$ cat config.mk
export PLATFORM = sky130hd
export DESIGN_NAME = polyomino_orientation_enumerator_unit_flat
export DESIGN_NICKNAME = d
export VERILOG_FILES = /design/src/sv/poe_pkg.sv /design/src/sv/poe_if.sv /design/src/sv/polyomino_orientation_enumerator_unit.sv /design/src/sv/poe_cell_mem.sv /design/src/flat_wrapper.sv
export VERILOG_INCLUDE_DIRS = /design/src /design/src/sv
export SDC_FILE = /design/constraint.sdc
export NUM_CORES = 2
export LEC_CHECK = 0
export BUFFER_PORTS_ARGS = -buffer_cell sky130_fd_sc_hd__buf_2
export CORE_MARGIN = 2
export CORE_UTILIZATION = 49
export DETAILED_ROUTE_END_ITERATION = 8
export HOLD_SLACK_MARGIN = 0.12
export SKIP_CTS_REPAIR_TIMING = 1
export SYNTH_ARGS = -nofsm -noshare
export SYNTH_HDL_FRONTEND = slang
export SYNTH_SLANG_ARGS = --single-unit
$ cat constraint.sdc
create_clock -name clk -period 11.8 [get_ports clk]
set_input_delay 1.18 -clock clk [delete_from_list [all_inputs] [get_ports clk]]
set_output_delay 1.18 -clock clk [all_outputs]
set_load 0.01 [all_outputs]
$ cat src/sv/assert_macros.svh
`ifndef ASSERT_MACROS_SVH
`define ASSERT_MACROS_SVH
// Shared assertion forms.
`define ASSERT_IMPL(label, clk, rst_n, ante, cons, msg) \
    label: assert property (@(posedge clk) disable iff (!rst_n) (ante) |-> (cons)) \
        else $error(msg);
`define ASSERT_NEXT(label, clk, rst_n, ante, cons, msg) \
    label: assert property (@(posedge clk) disable iff (!rst_n) (ante) |=> (cons)) \
        else $error(msg);
`endif

$ cat src/sv/poe_pkg.sv
`timescale 1ns / 1ps
`default_nettype none
package poe_pkg;
    typedef enum logic [1:0] {
        ST_OK   = 2'd0,
        ST_OVER = 2'd1,
        ST_EXT  = 2'd2,
        ST_DUP  = 2'd3
    } status_t;

    typedef enum logic [2:0] {
        S_LOAD, S_DUPRD, S_DUPCMP, S_MAPRD, S_MAPACC, S_EMIT, S_ERR, S_DRAIN
    } state_t;

    typedef struct packed {
        logic [2:0]    code;
        logic [3:0]    width;
        logic [3:0]    height;
        logic [63:0]   map;
        logic [1:0]    status;
        logic          last;
    } result_t;
endpackage
`default_nettype wire

$ cat src/sv/poe_if.sv
`timescale 1ns / 1ps
`default_nettype none
interface poe_cell_if;
    logic              valid;
    logic              ready;
    logic signed [7:0] cell_x;
    logic signed [7:0] cell_y;
    logic              last_cell;
    modport source (output valid, cell_x, cell_y, last_cell, input ready);
    modport sink (input valid, cell_x, cell_y, last_cell, output ready);
endinterface

interface poe_result_if;
    logic        valid;
    logic        ready;
    logic [2:0]  orientation_code;
    logic [3:0]  shape_width;
    logic [3:0]  shape_height;
    logic [63:0] cell_map;
    logic [1:0]  status;
    logic        last_result;
    modport source (output valid, orientation_code, shape_width, shape_height, cell_map,
                    status, last_result, input ready);
    modport sink (input valid, orientation_code, shape_width, shape_height, cell_map,
                  status, last_result, output ready);
endinterface
`default_nettype wire

$ cat src/sv/polyomino_orientation_enumerator_unit.sv
// After the last cell of a figure the duplicate check compares every pair of cells
// (none for a single cell), then each of the eight orientations is mapped, the distinct ones
// are kept and sent; an error on loading or in the check gives a single error result instead.
// Throughput: one cell per cycle while loading, but the last cell waits while the output
// register holds a result; results leave one per cycle while the receiver takes them.
// Reset (rst_n low, asynchronous) clears the figure state and the output valid flag.
`timescale 1ns / 1ps
`default_nettype none
`include "assert_macros.svh"
module polyomino_orientation_enumerator_unit
    import poe_pkg::*;
#(
    parameter int MAX_CELLS = 8,
    parameter int GRID_SIDE = 8
) (
    input  wire logic    clk,
    input  wire logic    rst_n,
    poe_cell_if.sink     cell_in,
    poe_result_if.source result_out
);
    localparam int AW = (MAX_CELLS > 1) ? $clog2(MAX_CELLS) : 1;
    localparam int CW = $clog2(MAX_CELLS + 1);

    state_t state_reg, state_next;
    logic [CW-1:0] count_reg;
    logic signed [7:0] min_x_reg, min_y_reg, max_x_reg, max_y_reg;
    logic over_reg;
    logic [AW-1:0] i_reg, j_reg;
    logic [2:0] code_reg;
    logic [15:0] hold_reg;    // first cell of a duplicate pair
    logic [1:0] status_reg;
    logic [63:0] map_reg;
    logic [63:0] kept_reg [8];
    logic [2:0] kept_code_reg [8];
    logic [3:0] nkept_reg;
    logic [3:0] w_reg, h_reg;
    logic out_valid_reg;
    result_t out_reg;

    // The cell memory: written while loading, read for the duplicate and map walks.
    logic mem_we;
    logic [AW-1:0] mem_raddr;
    logic [15:0] mem_rdata;
    poe_cell_mem #(.DEPTH(MAX_CELLS), .AW(AW)) u_mem (
        .clk(clk), .we(mem_we), .waddr(count_reg[AW-1:0]),
        .wdata({cell_in.cell_y, cell_in.cell_x}), .raddr(mem_raddr), .rdata(mem_rdata)
    );

    wire accept = cell_in.valid && cell_in.ready;
    wire full = (count_reg == CW'(MAX_CELLS));
    assign mem_we = accept && !full;
    assign cell_in.ready = (state_reg == S_LOAD) && !(cell_in.last_cell && out_valid_reg);

    // Bounding box including the cell on this beat.
    logic signed [7:0] nminx, nminy, nmaxx, nmaxy;
    logic [8:0] wd, hd;
    always_comb
    begin
        nminx = (cell_in.cell_x < min_x_reg) ? cell_in.cell_x : min_x_reg;
        nminy = (cell_in.cell_y < min_y_reg) ? cell_in.cell_y : min_y_reg;
        nmaxx = (cell_in.cell_x > max_x_reg) ? cell_in.cell_x : max_x_reg;
        nmaxy = (cell_in.cell_y > max_y_reg) ? cell_in.cell_y : max_y_reg;
        wd = 9'(signed'({nmaxx[7], nmaxx}) - signed'({nminx[7], nminx}) + 9'sd1);
        hd = 9'(signed'({nmaxy[7], nmaxy}) - signed'({nminy[7], nminy}) + 9'sd1);
    end

    // Transformed coordinate of the cell read from memory.
    logic [2:0] px, py, tx, ty;
    logic [2:0] wm1, hm1;
    always_comb
    begin
        px = 3'(mem_rdata[7:0] - min_x_reg);
        py = 3'(mem_rdata[15:8] - min_y_reg);
        wm1 = 3'(w_reg - 4'd1);
        hm1 = 3'(h_reg - 4'd1);
        if (code_reg[0]) px = wm1 - px;
        if (code_reg[1]) py = hm1 - py;
        tx = code_reg[2] ? py : px;
        ty = code_reg[2] ? px : py;
    end

    logic dup_hit;
    always_comb
    begin
        dup_hit = 1'b0;
        for (int k = 0; k < 8; k++)
        begin
            if (4'(k) < nkept_reg && kept_reg[k] == map_reg) dup_hit = 1'b1;
        end
    end

    wire last_i = (CW'(i_reg) == count_reg - CW'(1));
    wire last_j = (CW'(j_reg) == count_reg - CW'(1));
    wire out_free = !out_valid_reg || result_out.ready;
    // The distinct orientations are kept first and sent afterwards, so the final one is known
    // when it is loaded into the output register.
    wire drain_last = ((4'(code_reg) + 4'd1) == nkept_reg);
    wire load_out = out_free && (state_reg == S_ERR || state_reg == S_DRAIN);

    // When the inner loop ends, the next first cell is fetched so that it is ready for the
    // following read cycle.
    always_comb
    begin
        mem_raddr = i_reg;
        if (state_reg == S_DUPRD) mem_raddr = j_reg;
        else if (state_reg == S_DUPCMP && last_j) mem_raddr = i_reg + AW'(1);
    end

    // Next state.
    always_comb
    begin
        state_next = state_reg;
        unique case (state_reg)
            S_LOAD:
            begin
                if (accept && cell_in.last_cell)
                begin
                    if (over_reg || full || wd > 9'(GRID_SIDE) || hd > 9'(GRID_SIDE))
                        state_next = S_ERR;
                    else if (count_reg == CW'(0))
                        state_next = S_MAPRD;
                    else
                        state_next = S_DUPRD;
                end
            end
            S_DUPRD: state_next = S_DUPCMP;
            S_DUPCMP:
            begin
                if (mem_rdata == hold_reg) state_next = S_ERR;
                else if (last_j && (CW'(i_reg) + CW'(2) >= count_reg)) state_next = S_MAPRD;
                else state_next = S_DUPRD;
            end
            S_MAPRD: state_next = S_MAPACC;
            S_MAPACC: state_next = last_i ? S_EMIT : S_MAPRD;
            S_EMIT: state_next = (code_reg == 3'd7) ? S_DRAIN : S_MAPRD;
            S_ERR: if (out_free) state_next = S_LOAD;
            S_DRAIN: if (out_free && drain_last) state_next = S_LOAD;
            default: state_next = S_LOAD;
        endcase
    end

    always_ff @(posedge clk or negedge rst_n)
    begin
        if (!rst_n)
        begin
            state_reg <= S_LOAD;
            count_reg <= '0;
            min_x_reg <= 8'sd127;
            min_y_reg <= 8'sd127;
            max_x_reg <= -8'sd128;
            max_y_reg <= -8'sd128;
            over_reg <= 1'b0;
            i_reg <= '0;
            j_reg <= '0;
            code_reg <= '0;
            nkept_reg <= '0;
            status_reg <= ST_OK;
            out_valid_reg <= 1'b0;
        end
        else
        begin
            state_reg <= state_next;
            out_valid_reg <= load_out || (out_valid_reg && !result_out.ready);
            unique case (state_reg)
                S_LOAD:
                begin
                    if (accept)
                    begin
                        min_x_reg <= nminx;
                        min_y_reg <= nminy;
                        max_x_reg <= nmaxx;
                        max_y_reg <= nmaxy;
                        if (full) over_reg <= 1'b1;
                        else count_reg <= count_reg + CW'(1);
                        w_reg <= 4'(wd);
                        h_reg <= 4'(hd);
                        i_reg <= '0;
                        j_reg <= AW'(1);
                        code_reg <= '0;
                        nkept_reg <= '0;
                        map_reg <= '0;
                        status_reg <= over_reg || full ? ST_OVER : ST_EXT;
                    end
                end
                S_DUPRD:
                begin
                    if (j_reg == AW'(i_reg + AW'(1))) hold_reg <= mem_rdata;
                end
                S_DUPCMP:
                begin
                    status_reg <= ST_DUP;
                    if (state_next == S_MAPRD)
                    begin
                        i_reg <= '0;
                    end
                    else if (last_j)
                    begin
                        i_reg <= i_reg + AW'(1);
                        j_reg <= AW'(i_reg + AW'(2));
                    end
                    else
                    begin
                        j_reg <= j_reg + AW'(1);
                    end
                end
                S_MAPRD: ;
                S_MAPACC:
                begin
                    map_reg <= map_reg | (64'd1 << {ty, tx});
                    i_reg <= last_i ? '0 : i_reg + AW'(1);
                end
                S_EMIT:
                begin
                    // Only the earliest copy of each cell set is kept.
                    if (!dup_hit)
                    begin
                        kept_reg[nkept_reg[2:0]] <= map_reg;
                        kept_code_reg[nkept_reg[2:0]] <= code_reg;
                        nkept_reg <= nkept_reg + 4'd1;
                    end
                    map_reg <= '0;
                    code_reg <= code_reg + 3'd1;
                end
                S_ERR:
                begin
                    if (out_free)
                    begin
                        out_reg <= '{code: 3'd0, width: 4'd0, height: 4'd0, map: 64'd0,
                                     status: status_reg, last: 1'b1};
                        count_reg <= '0; over_reg <= 1'b0;
                        min_x_reg <= 8'sd127; min_y_reg <= 8'sd127;
                        max_x_reg <= -8'sd128; max_y_reg <= -8'sd128;
                    end
                end
                S_DRAIN:
                begin
                    // The orientation counter, wrapped back to zero, walks the kept results.
                    if (out_free)
                    begin
                        out_reg.code <= kept_code_reg[code_reg];
                        out_reg.width <= kept_code_reg[code_reg][2] ? h_reg : w_reg;
                        out_reg.height <= kept_code_reg[code_reg][2] ? w_reg : h_reg;
                        out_reg.map <= kept_reg[code_reg];
                        out_reg.status <= ST_OK;
                        out_reg.last <= drain_last;
                        code_reg <= code_reg + 3'd1;
                        if (drain_last)
                        begin
                            count_reg <= '0;
                            over_reg <= 1'b0;
                            min_x_reg <= 8'sd127;
                            min_y_reg <= 8'sd127;
                            max_x_reg <= -8'sd128;
                            max_y_reg <= -8'sd128;
                        end
                    end
                end
                default: ;
            endcase
        end
    end

    assign result_out.valid = out_valid_reg;
    assign result_out.orientation_code = out_reg.code;
    assign result_out.shape_width = out_reg.width;
    assign result_out.shape_height = out_reg.height;
    assign result_out.cell_map = out_reg.map;
    assign result_out.status = out_reg.status;
    assign result_out.last_result = out_reg.last;

    `ASSERT_IMPL(a_ready_load, clk, rst_n, cell_in.ready, state_reg == S_LOAD,
        "input ready outside loading")
    `ASSERT_IMPL(a_err_last, clk, rst_n, out_valid_reg && out_reg.status != ST_OK,
        out_reg.last && out_reg.map == 64'd0, "error result malformed")
    `ASSERT_IMPL(a_count, clk, rst_n, 1'b1, count_reg <= CW'(MAX_CELLS),
        "cell count beyond capacity")
endmodule
`default_nettype wire

$ cat src/sv/poe_cell_mem.sv
`timescale 1ns / 1ps
`default_nettype none
module poe_cell_mem
    import poe_pkg::*;
#(
    parameter int DEPTH = 8,
    parameter int AW = 3
) (
    input  wire logic          clk,
    input  wire logic          we,
    input  wire logic [AW-1:0] waddr,
    input  wire logic [15:0]   wdata,
    input  wire logic [AW-1:0] raddr,
    output logic [15:0]        rdata
);
    logic [15:0] mem [DEPTH];

    always_ff @(posedge clk)
    begin
        if (we)
        begin
            mem[waddr] <= wdata;
        end
        rdata <= mem[raddr];
    end
endmodule
`default_nettype wire
$ cat src/flat_wrapper.sv
// flat-port wrapper written by rule: the top's interface ports become plain ports
module polyomino_orientation_enumerator_unit_flat import poe_pkg::*;
#(
    parameter int MAX_CELLS = 8,
    parameter int GRID_SIDE = 8
)
  (clk, rst_n, cell_in_valid, cell_in_cell_x, cell_in_cell_y, cell_in_last_cell, cell_in_ready, result_out_valid, result_out_orientation_code, result_out_shape_width, result_out_shape_height, result_out_cell_map, result_out_status, result_out_last_result, result_out_ready);
  poe_cell_if cell_in_i ();
  poe_result_if result_out_i ();
  input  wire logic clk;
  input  wire logic rst_n;
  input wire logic [$bits(cell_in_i.valid)-1:0] cell_in_valid;
  input wire logic [$bits(cell_in_i.cell_x)-1:0] cell_in_cell_x;
  input wire logic [$bits(cell_in_i.cell_y)-1:0] cell_in_cell_y;
  input wire logic [$bits(cell_in_i.last_cell)-1:0] cell_in_last_cell;
  output wire logic [$bits(cell_in_i.ready)-1:0] cell_in_ready;
  output wire logic [$bits(result_out_i.valid)-1:0] result_out_valid;
  output wire logic [$bits(result_out_i.orientation_code)-1:0] result_out_orientation_code;
  output wire logic [$bits(result_out_i.shape_width)-1:0] result_out_shape_width;
  output wire logic [$bits(result_out_i.shape_height)-1:0] result_out_shape_height;
  output wire logic [$bits(result_out_i.cell_map)-1:0] result_out_cell_map;
  output wire logic [$bits(result_out_i.status)-1:0] result_out_status;
  output wire logic [$bits(result_out_i.last_result)-1:0] result_out_last_result;
  input wire logic [$bits(result_out_i.ready)-1:0] result_out_ready;
  assign cell_in_i.valid = cell_in_valid;
  assign cell_in_i.cell_x = cell_in_cell_x;
  assign cell_in_i.cell_y = cell_in_cell_y;
  assign cell_in_i.last_cell = cell_in_last_cell;
  assign cell_in_ready = cell_in_i.ready;
  assign result_out_valid = result_out_i.valid;
  assign result_out_orientation_code = result_out_i.orientation_code;
  assign result_out_shape_width = result_out_i.shape_width;
  assign result_out_shape_height = result_out_i.shape_height;
  assign result_out_cell_map = result_out_i.cell_map;
  assign result_out_status = result_out_i.status;
  assign result_out_last_result = result_out_i.last_result;
  assign result_out_i.ready = result_out_ready;
  polyomino_orientation_enumerator_unit #(.MAX_CELLS(MAX_CELLS), .GRID_SIDE(GRID_SIDE)) u_core (.clk(clk), .rst_n(rst_n), .cell_in(cell_in_i), .result_out(result_out_i));
endmodule
== Yosys cells after proc, flatten, opt, wreduce, memory -nomap -nowiden ==
Memory sizes are Yosys's and may differ from the RTL's. A register that Yosys moved wholly into a read port is not among the register bits.
Index checks and enable logic that the tools add are counted.
Cells by class
  add/sub/neg operators: 19
  equal/unequal tests: 32
  shift-type cells: 1
  bitwise gates (word level): 1
  order comparisons: 15
  reductions and logical operators: 50
  multiplexer cells: 83
Operator list (number)
  == test 64 bit: 8
  one-hot mux 64 bit (3 select lines): 1
  two-way mux 78 bit: 2
  one-hot mux 78 bit (2 select lines): 1
  two-way mux 8 bit: 14
  one-hot mux 8 bit (3 select lines): 4
  two-way mux 64 bit: 1
  OR 64 bit: 1
  << shifter 1 x 6 -> 64 bit, first input constant: 1
  two-way mux 3 bit: 21
  two-way mux 4 bit: 9
  one-hot mux 3 bit (8 select lines): 1
  AND reduction 3 bit: 7
  logical AND 1 bit: 19
  adder 9 x 2 -> 9 bit, second input constant: 2
  greater-than comparator 9 x 4 -> 1 bit, second input constant: 2
  two-way mux 1 bit: 18
  one-hot mux 3 bit (3 select lines): 2
  subtractor 8 x 8 -> 9 bit: 2
  == test 16 bit: 1
  greater-than comparator 8 bit: 2
  < comparator 3 x 4 -> 1 bit, first input constant: 4
  < comparator 8 bit: 2
  == test 3 bit, second input constant: 5
  36 further kinds: 71
Storage, ports and cells
  memories: 3
  bits in writable memories: 664
  output and inout bits: 80
  word-level logic and storage cells: 227
  register bits: 222
  input bits: 21
Memories
  u_core.kept_reg: depth 8, bits a word 64, rd ports 9, clocked after Yosys merged registers in 0, write ports 1, line polyomino_orientation_enumerator_unit.sv:33  | logic [63:0] kept_reg [8];
  u_core.u_mem.mem: depth 8, bits a word 16, rd ports 1, clocked after Yosys merged registers in 1, write ports 1, line poe_cell_mem.sv:16  | logic [15:0] mem [DEPTH];
  u_core.kept_code_reg: depth 8, bits a word 3, rd ports 1, clocked after Yosys merged registers in 0, write ports 1, line polyomino_orientation_enumerator_unit.sv:34  | logic [2:0] kept_code_reg [8];

== Longest topological paths before layout ==
An unclocked memory read counts as a cell.
  depth in word-level cells: 15
  mapped depth: 24
  gate-level depth less buffers: 24

== Cells and area by module ==
A second synthesis with hierarchy kept.
Unflattened totals
  cells, all modules: 2933
  area, all modules: 43285.3 µm²
By module, submodules not included
  polyomino_orientation_enumerator_unit: seq. area each 22501.6 µm², times used 1, area an instance 37991.4 µm², cells each 2719
  poe_cell_mem: seq. area each 4164.0 µm², times used 1, area an instance 5293.8 µm², cells each 214

== Worst setup path before layout ==
No wires, ideal clock.
  path type: register to register
  start point: reg u_core.map_reg[34]
  end point: mem u_core.kept_code_reg[2][0], enable pin
  path buffers: 1
  period minus slack after synthesis: 9.405 ns
  cell stages (with the launch flop): 10
  required time: 11.119 ns
  setup slack: 2.395 ns
  arrival: 8.724 ns
  setup time: 0.681 ns
  cells stage by stage: edfxtp_1 -> clkbuf_1 -> inv_1 -> o221ai_1 -> nor4_1 -> nand4_1 -> nor3_1 -> nor4_1 -> and3_1 -> nor4b_1
Between the ends
  longest elaborated chain between the ends: 14
  elaborated cells between the ends (all ways): 28
  classes of those cells: eq/ne: 8; mux: 11; reduce/logical: 9
RTL lines
  start, declared: line polyomino_orientation_enumerator_unit.sv:32  | logic [63:0] map_reg;
  start signal, assigned: line polyomino_orientation_enumerator_unit.sv:209  | map_reg <= map_reg | (64'd1 << {ty, tx});
  == test 64 bit: line polyomino_orientation_enumerator_unit.sv:88  | if (4'(k) < nkept_reg && kept_reg[k] == map_reg) dup_hit = 1'b1;
  logical AND 1 bit: line polyomino_orientation_enumerator_unit.sv:88
  two-way mux 1 bit (7 in a row): line polyomino_orientation_enumerator_unit.sv:88
  two-way mux 1 bit (*): line polyomino_orientation_enumerator_unit.sv:88
  two-way mux 1 bit (*): line polyomino_orientation_enumerator_unit.sv:215  | if (!dup_hit)
  two-way mux 1 bit (*): line polyomino_orientation_enumerator_unit.sv:164  | unique case (state_reg)
  logical AND 1 bit (implied by the code) (*): line polyomino_orientation_enumerator_unit.sv:218  | kept_code_reg[nkept_reg[2:0]] <= code_reg;
  two-way mux 1 bit (implied by the code) (*): line polyomino_orientation_enumerator_unit.sv:218
  end, declared: line polyomino_orientation_enumerator_unit.sv:34
Every way passes the cells marked *; elsewhere a longest branch is shown, timed or not.

== Worst setup path in the final report ==
  start point: in cell_in_cell_y[1]
  end point: reg u_core.i_reg[1]
Between the ends
  longest elaborated chain between the ends: 12
  elaborated cells between the ends (all ways): 16
  classes of those cells: add/sub: 2; order compare: 3; eq/ne: 2; mux: 7; reduce/logical: 2
RTL lines
  start, declared: line flat_wrapper.sv:14  | input wire logic [$bits(cell_in_i.cell_y)-1:0] cell_in_cell_y;
  greater-than comparator 8 bit or < comparator 8 bit (tied branches): line polyomino_orientation_enumerator_unit.sv:62, polyomino_orientation_enumerator_unit.sv:60
  two-way mux 8 bit, on equally long branches: line polyomino_orientation_enumerator_unit.sv:62, polyomino_orientation_enumerator_unit.sv:60
  subtractor 8 x 8 -> 9 bit (*): line polyomino_orientation_enumerator_unit.sv:64  | hd = 9'(signed'({nmaxy[7], nmaxy}) - signed'({nminy[7], nminy}) + 9'sd1);
  adder 9 x 2 -> 9 bit (*): line polyomino_orientation_enumerator_unit.sv:64
  greater-than comparator 9 x 4 -> 1 bit (*): line polyomino_orientation_enumerator_unit.sv:118  | if (over_reg || full || wd > 9'(GRID_SIDE) || hd > 9'(GRID_SIDE))
  logical OR 1 bit (*): line polyomino_orientation_enumerator_unit.sv:118
  two-way mux 3 bit (*): line polyomino_orientation_enumerator_unit.sv:118
  two-way mux 3 bit (*): line polyomino_orientation_enumerator_unit.sv:116  | if (accept && cell_in.last_cell)
  one-hot mux 3 bit (8 select lines) (*): line polyomino_orientation_enumerator_unit.sv:113  | unique case (state_reg)
  == test 3 x 2 -> 1 bit (*): line polyomino_orientation_enumerator_unit.sv:192  | if (state_next == S_MAPRD)
  != test 3 x 2 -> 1 bit (no source line) or two-way mux 3 bit (tied branches)
  AND reduction 3 bit (no source line) or one-hot mux 3 bit (3 select lines) (tied branches)
  end signal, assigned: line polyomino_orientation_enumerator_unit.sv:198  | i_reg <= i_reg + AW'(1);
  end signal, assigned: line polyomino_orientation_enumerator_unit.sv:210  | i_reg <= last_i ? '0 : i_reg + AW'(1);
  end, declared: line polyomino_orientation_enumerator_unit.sv:28  | logic [AW-1:0] i_reg, j_reg;
Marked as above.
A chain may end at the register's enable or synchronous reset.

==> impl_summary.log <==
INFO  metric run_status = finished clean
INFO  metric num-fill-cells = about 7,000
INFO  metric route.vias.total = roughly 26,000
INFO  metric netlist_instances = between 2,000 and 3,000
INFO  metric first_global_vias = 25,885
INFO  metric crit_path_start_kind = input pin
INFO  metric total_placed_cells_including_tap_cells = 4,001
INFO  metric multi_input_comb_area = 0.0154 mm2
INFO  metric report.final.hold_viol_count = 0
INFO  metric hold_path.class = reg -> reg
INFO  metric grt_max_degree = 66
INFO  metric detail-route-antenna-nets = 0
INFO  metric min_cycle_time_layout = 6.58 ns
INFO  metric ys.flop_type = edfxtp_1
INFO  metric path_max_fanout = 12
INFO  metric max_clock_freq = approximately 150 MHz
INFO  metric synth_cell_types = 82
INFO  metric p_seq_share = 36.7%
INFO  metric slew_violations = 0
INFO  metric peakVddDrop = 0.000201 V
INFO  metric post_layout_nonfiller_instances = approximately 4,200
INFO  metric ctsRootBufferMaster = clkbuf_16
INFO  metric num-nets-final = approximately 3,000
INFO  metric cp_data_arrival_time = a little over 7 ns
INFO  metric grt_first_pass_wirelength = between 200,000 and 250,000 um
INFO  metric yosys-top-cells-area = edfxtp_1 (58%), mux4_2 (7.5%), xor2_1 (5.6%)
INFO  metric dr.pass1.iters = 6
INFO  metric die_width = 300 um
INFO  metric final_layout_size_suffix_gt1_share = between 10% and 20%
INFO  metric routed_wirelength = about 160,000 um
INFO  metric register_area = ~0.027 mm2
INFO  metric port-buffer-count = 100
INFO  metric worst_hold_slack = between 0.4 and 0.5 ns
INFO  metric drt_first_iter_violations = around 3,600
INFO  metric timing.setup.critical_path_class = in -> reg
INFO  metric crit_path_top_delay_cell = nor2_1
INFO  metric internal_power = roughly 7200 uW
INFO  metric cts_tree = built
INFO  metric place_ws = ~4.6 ns
INFO  metric grt_antenna_before_repair = 5
INFO  metric rsz0062_at_grt = false
INFO  metric synth-seq-area-share = between 60 and 70%
INFO  metric die-area = ~0.09 mm2
INFO  metric floorplan.rows = about 110
INFO  metric die_height = about 300 um
INFO  metric cts.htree.levels = 3
INFO  metric fp.coreArea = approximately 0.087 mm2
INFO  metric total_drc_errors_in_the_routed_layout = 0
INFO  metric diodes = 0
INFO  metric critical_path.cell_chain = buf_2, ha_1, nor2b_1, o21a_1, o21a_1, o21a_1, o21ai_0, a211oi_1, nor2_1, mux2i_1, ha_1, inv_1, ha_1, inv_1, fa_1, or3b_1, a211oi_1, o2111ai_1, or4_4, nor4b_4, mux2_2, a31oi_4, nor3_2, a211oi_1
INFO  metric ioPinCount = 101
INFO  metric finClkSkew = around 0.025 ns
INFO  metric synth_enable_flop_cells = 830
INFO  metric syn_nets = about 3,000
INFO  metric path_clk_slew = 0.06 ns
INFO  metric synthDominantAreaCellType = edfxtp_1
INFO  metric synth_seq_cells = around 900
INFO  metric gp_routability_congestion = slightly above 1
INFO  metric worst-endpoint-required = 12.37 ns
INFO  metric overflow = 0
INFO  metric finalWorstSetupSlack = approximately 5.2 ns
INFO  metric p_per_area = roughly 250 mW/mm2
INFO  metric net_switching_power = about 4600 uW
INFO  metric syn-mean-instance-area = approximately 15 um2
INFO  metric clock_latency_of_the_later_clocked_register_in_the_worst_skew_pair = roughly 0.68 ns
INFO  metric yosysWarnings = 0
INFO  metric max_cap_violations = 0
INFO  metric finish.instance_area = a little under 0.05 mm2
INFO  metric p_sw_share = around two fifths
INFO  metric cellLeakagePower = between 0.015 and 0.02 uW
INFO  metric area_growth = 11.9%
INFO  metric post-synth-top-area-fraction = around three fifths
INFO  metric cts-buffers-inserted = 99
INFO  metric pwr-share-comb = 37.4%
INFO  metric clockBufferDepth = 3
INFO  metric worstMarginPinSlew = between 1 and 1.5 ns
INFO  metric total_of_endpoints_with_negative_setup_slack_in_the_final_report = 0
INFO  metric critical_path.max_stage_delay = ~0.56 ns
INFO  metric largest_register_ff_count = approximately 500
INFO  metric timing.max_slew.rel_slack = under 10%
INFO  metric grt_use_total = approximately a third
INFO  metric pwr-share-clk = about 26%
INFO  metric share_of_flip_flops_with_an_asynchronous_set_or_reset_after_synthesis = under 10%
INFO  metric wl_per_cell = between 30 and 40 um
INFO  metric min_period_over_period = approximately 56%
INFO  metric initial_utilization = between 40 and 50%
INFO  metric netlist_area = 0.0429 mm2
INFO  metric detailed_place.area = 0.0449 mm2
INFO  metric route.detailed.vias_per_inst = about 6.3
INFO  metric crit_path_end_kind = register
INFO  metric clkSinkCount = approximately 900
INFO  metric placed_wire_length_estimate_after_detailed_placement = about 110,000 um
INFO  metric fin_tns_setup = 0 ns
## per-stage QoR
stage	util, %	power, uW
3_3_place_gp	51.7	8720
4_1_cts	55.4	11800
5_1_grt	55.4	12200
3_5_place_dp	51.7	8750
6_report	55.4	11800
2_1_floorplan	-	6980
## worst paths after layout
check | startpoint | end | slack (ns) | cells after the start
setup / recovery | cell_in_cell_y[1] | u_core.i_reg[1] | 5.22 | 24
hold / removal | u_core.u_mem.rdata[13] | u_core.hold_reg[13] | 0.45 | 0
setup reg to reg | u_core.min_y_reg[1] | u_core.i_reg[1] | 5.40 | 23
hold reg to reg | u_core.u_mem.rdata[13] | u_core.hold_reg[13] | 0.45 | 0
max in group asynchronous | rst_n | u_core.code_reg[1] | 10.42 | 3
min in group asynchronous | rst_n | u_core.min_y_reg[7] | 0.57 | 2
## critical path, delay by kind of cell
family | cells | cell delay (ns)
simple gates | 6 | 1.93
fa+ha+maj | 4 | 1.30
compound gates | 9 | 1.67
mux | 2 | 0.73
buf+inv | 3 | 0.31
## cells in the mapped netlist (all sizes together), types with 6 or more instances
cell       n
a21o      10
nor2b     18
edfxtp   830
inv      100
dfstp     16
clkbuf   113
o22ai     19
mux2i    101
nand4     78
o21ai     33
mux4     166
o21a      10
nor4      85
nand2     51
a221o      6
o2111ai    6
dfrtp     40
xor2     273
buf       37
a211oi     6
fa         6
nand2b    15
xnor2    241
a22oi     15
nor3b      7
dfxtp     16
a21oi     93
a22o      17
and3       9
nand3     15
and2       6
nor3      18
nor2     200
ha        77
mux2      37
## layer usage
| layer | share of wire [%] | vias up | GRT usage (%) |
|---|---|---|---|
| met5 | 0.014 | - | 0 |
| met4 | 5.3 | 4 | 16.1 |
| met3 | 8.9 | 256 | 7.18 |
| met2 | 46 | 1408 | 54.1 |
| met1 | 40 | 13753 | 48.0 |
| li1 | - | 11024 | - |
## area by class of cell
| type | instances | area share, % |
|---|---|---|
| Clock buffer | 127 | 5.67 |
| Clock inverter | 58 | 0.945 |
| Inverter | 100 | 0.786 |
| Multi-Input combinational cell | 1686 | 32.1 |
| Sequential cell | 902 | 55.5 |
| Tap cell | 1155 | 3.01 |
| Timing Repair Buffer | 158 | 1.95 |
## logic make-up after synthesis
group	Yosys count	share of synthesized area (%)
xor+xnor	514	10.5
simple gates	523	6.27
fa+ha+maj	83	2.52
mux	304	12.2
compound gates	262	4.10
buf+inv	250	2.31
flops	902	62.1
## power groups by stage
stage / registers [uW] / logic (uW) / clock network, uW
after floorplan: 4130 / 2850 / 0
after global placement: 4370 / 4350 / 0
after detailed placement: 4390 / 4360 / 0
after CTS: 4330 / 4380 / 3100
after global routing: 4370 / 4640 / 3220
final: 4340 / 4420 / 3070
## layout by cell type (no fill, tap or decap), types with 12 or more instances in the layout
cell type,synthesis,layout
edfxtp_1,830,830
xor2_1,273,273
xnor2_1,241,241
nor2_1,199,198
mux4_2,143,143
clkbuf_16,0,102
mux2i_1,101,101
buf_2,10,100
inv_1,99,99
a21oi_1,93,92
nand4_1,78,78
nor4_1,85,78
ha_1,77,77
buf_4,1,58
nand2_1,51,49
dfrtp_1,40,38
mux2_2,37,37
o21ai_0,29,29
clkinv_1,0,25
mux4_1,23,23
o22ai_1,19,19
clkinv_2,0,19
nor2b_1,18,18
a22o_1,17,17
clkbuf_1,113,17
dfstp_2,16,16
dfxtp_1,16,16
nand2b_1,15,15
a22oi_1,15,15
nand3_1,14,14
nor3_1,16,12
Power figures use the tool's default switching activity.
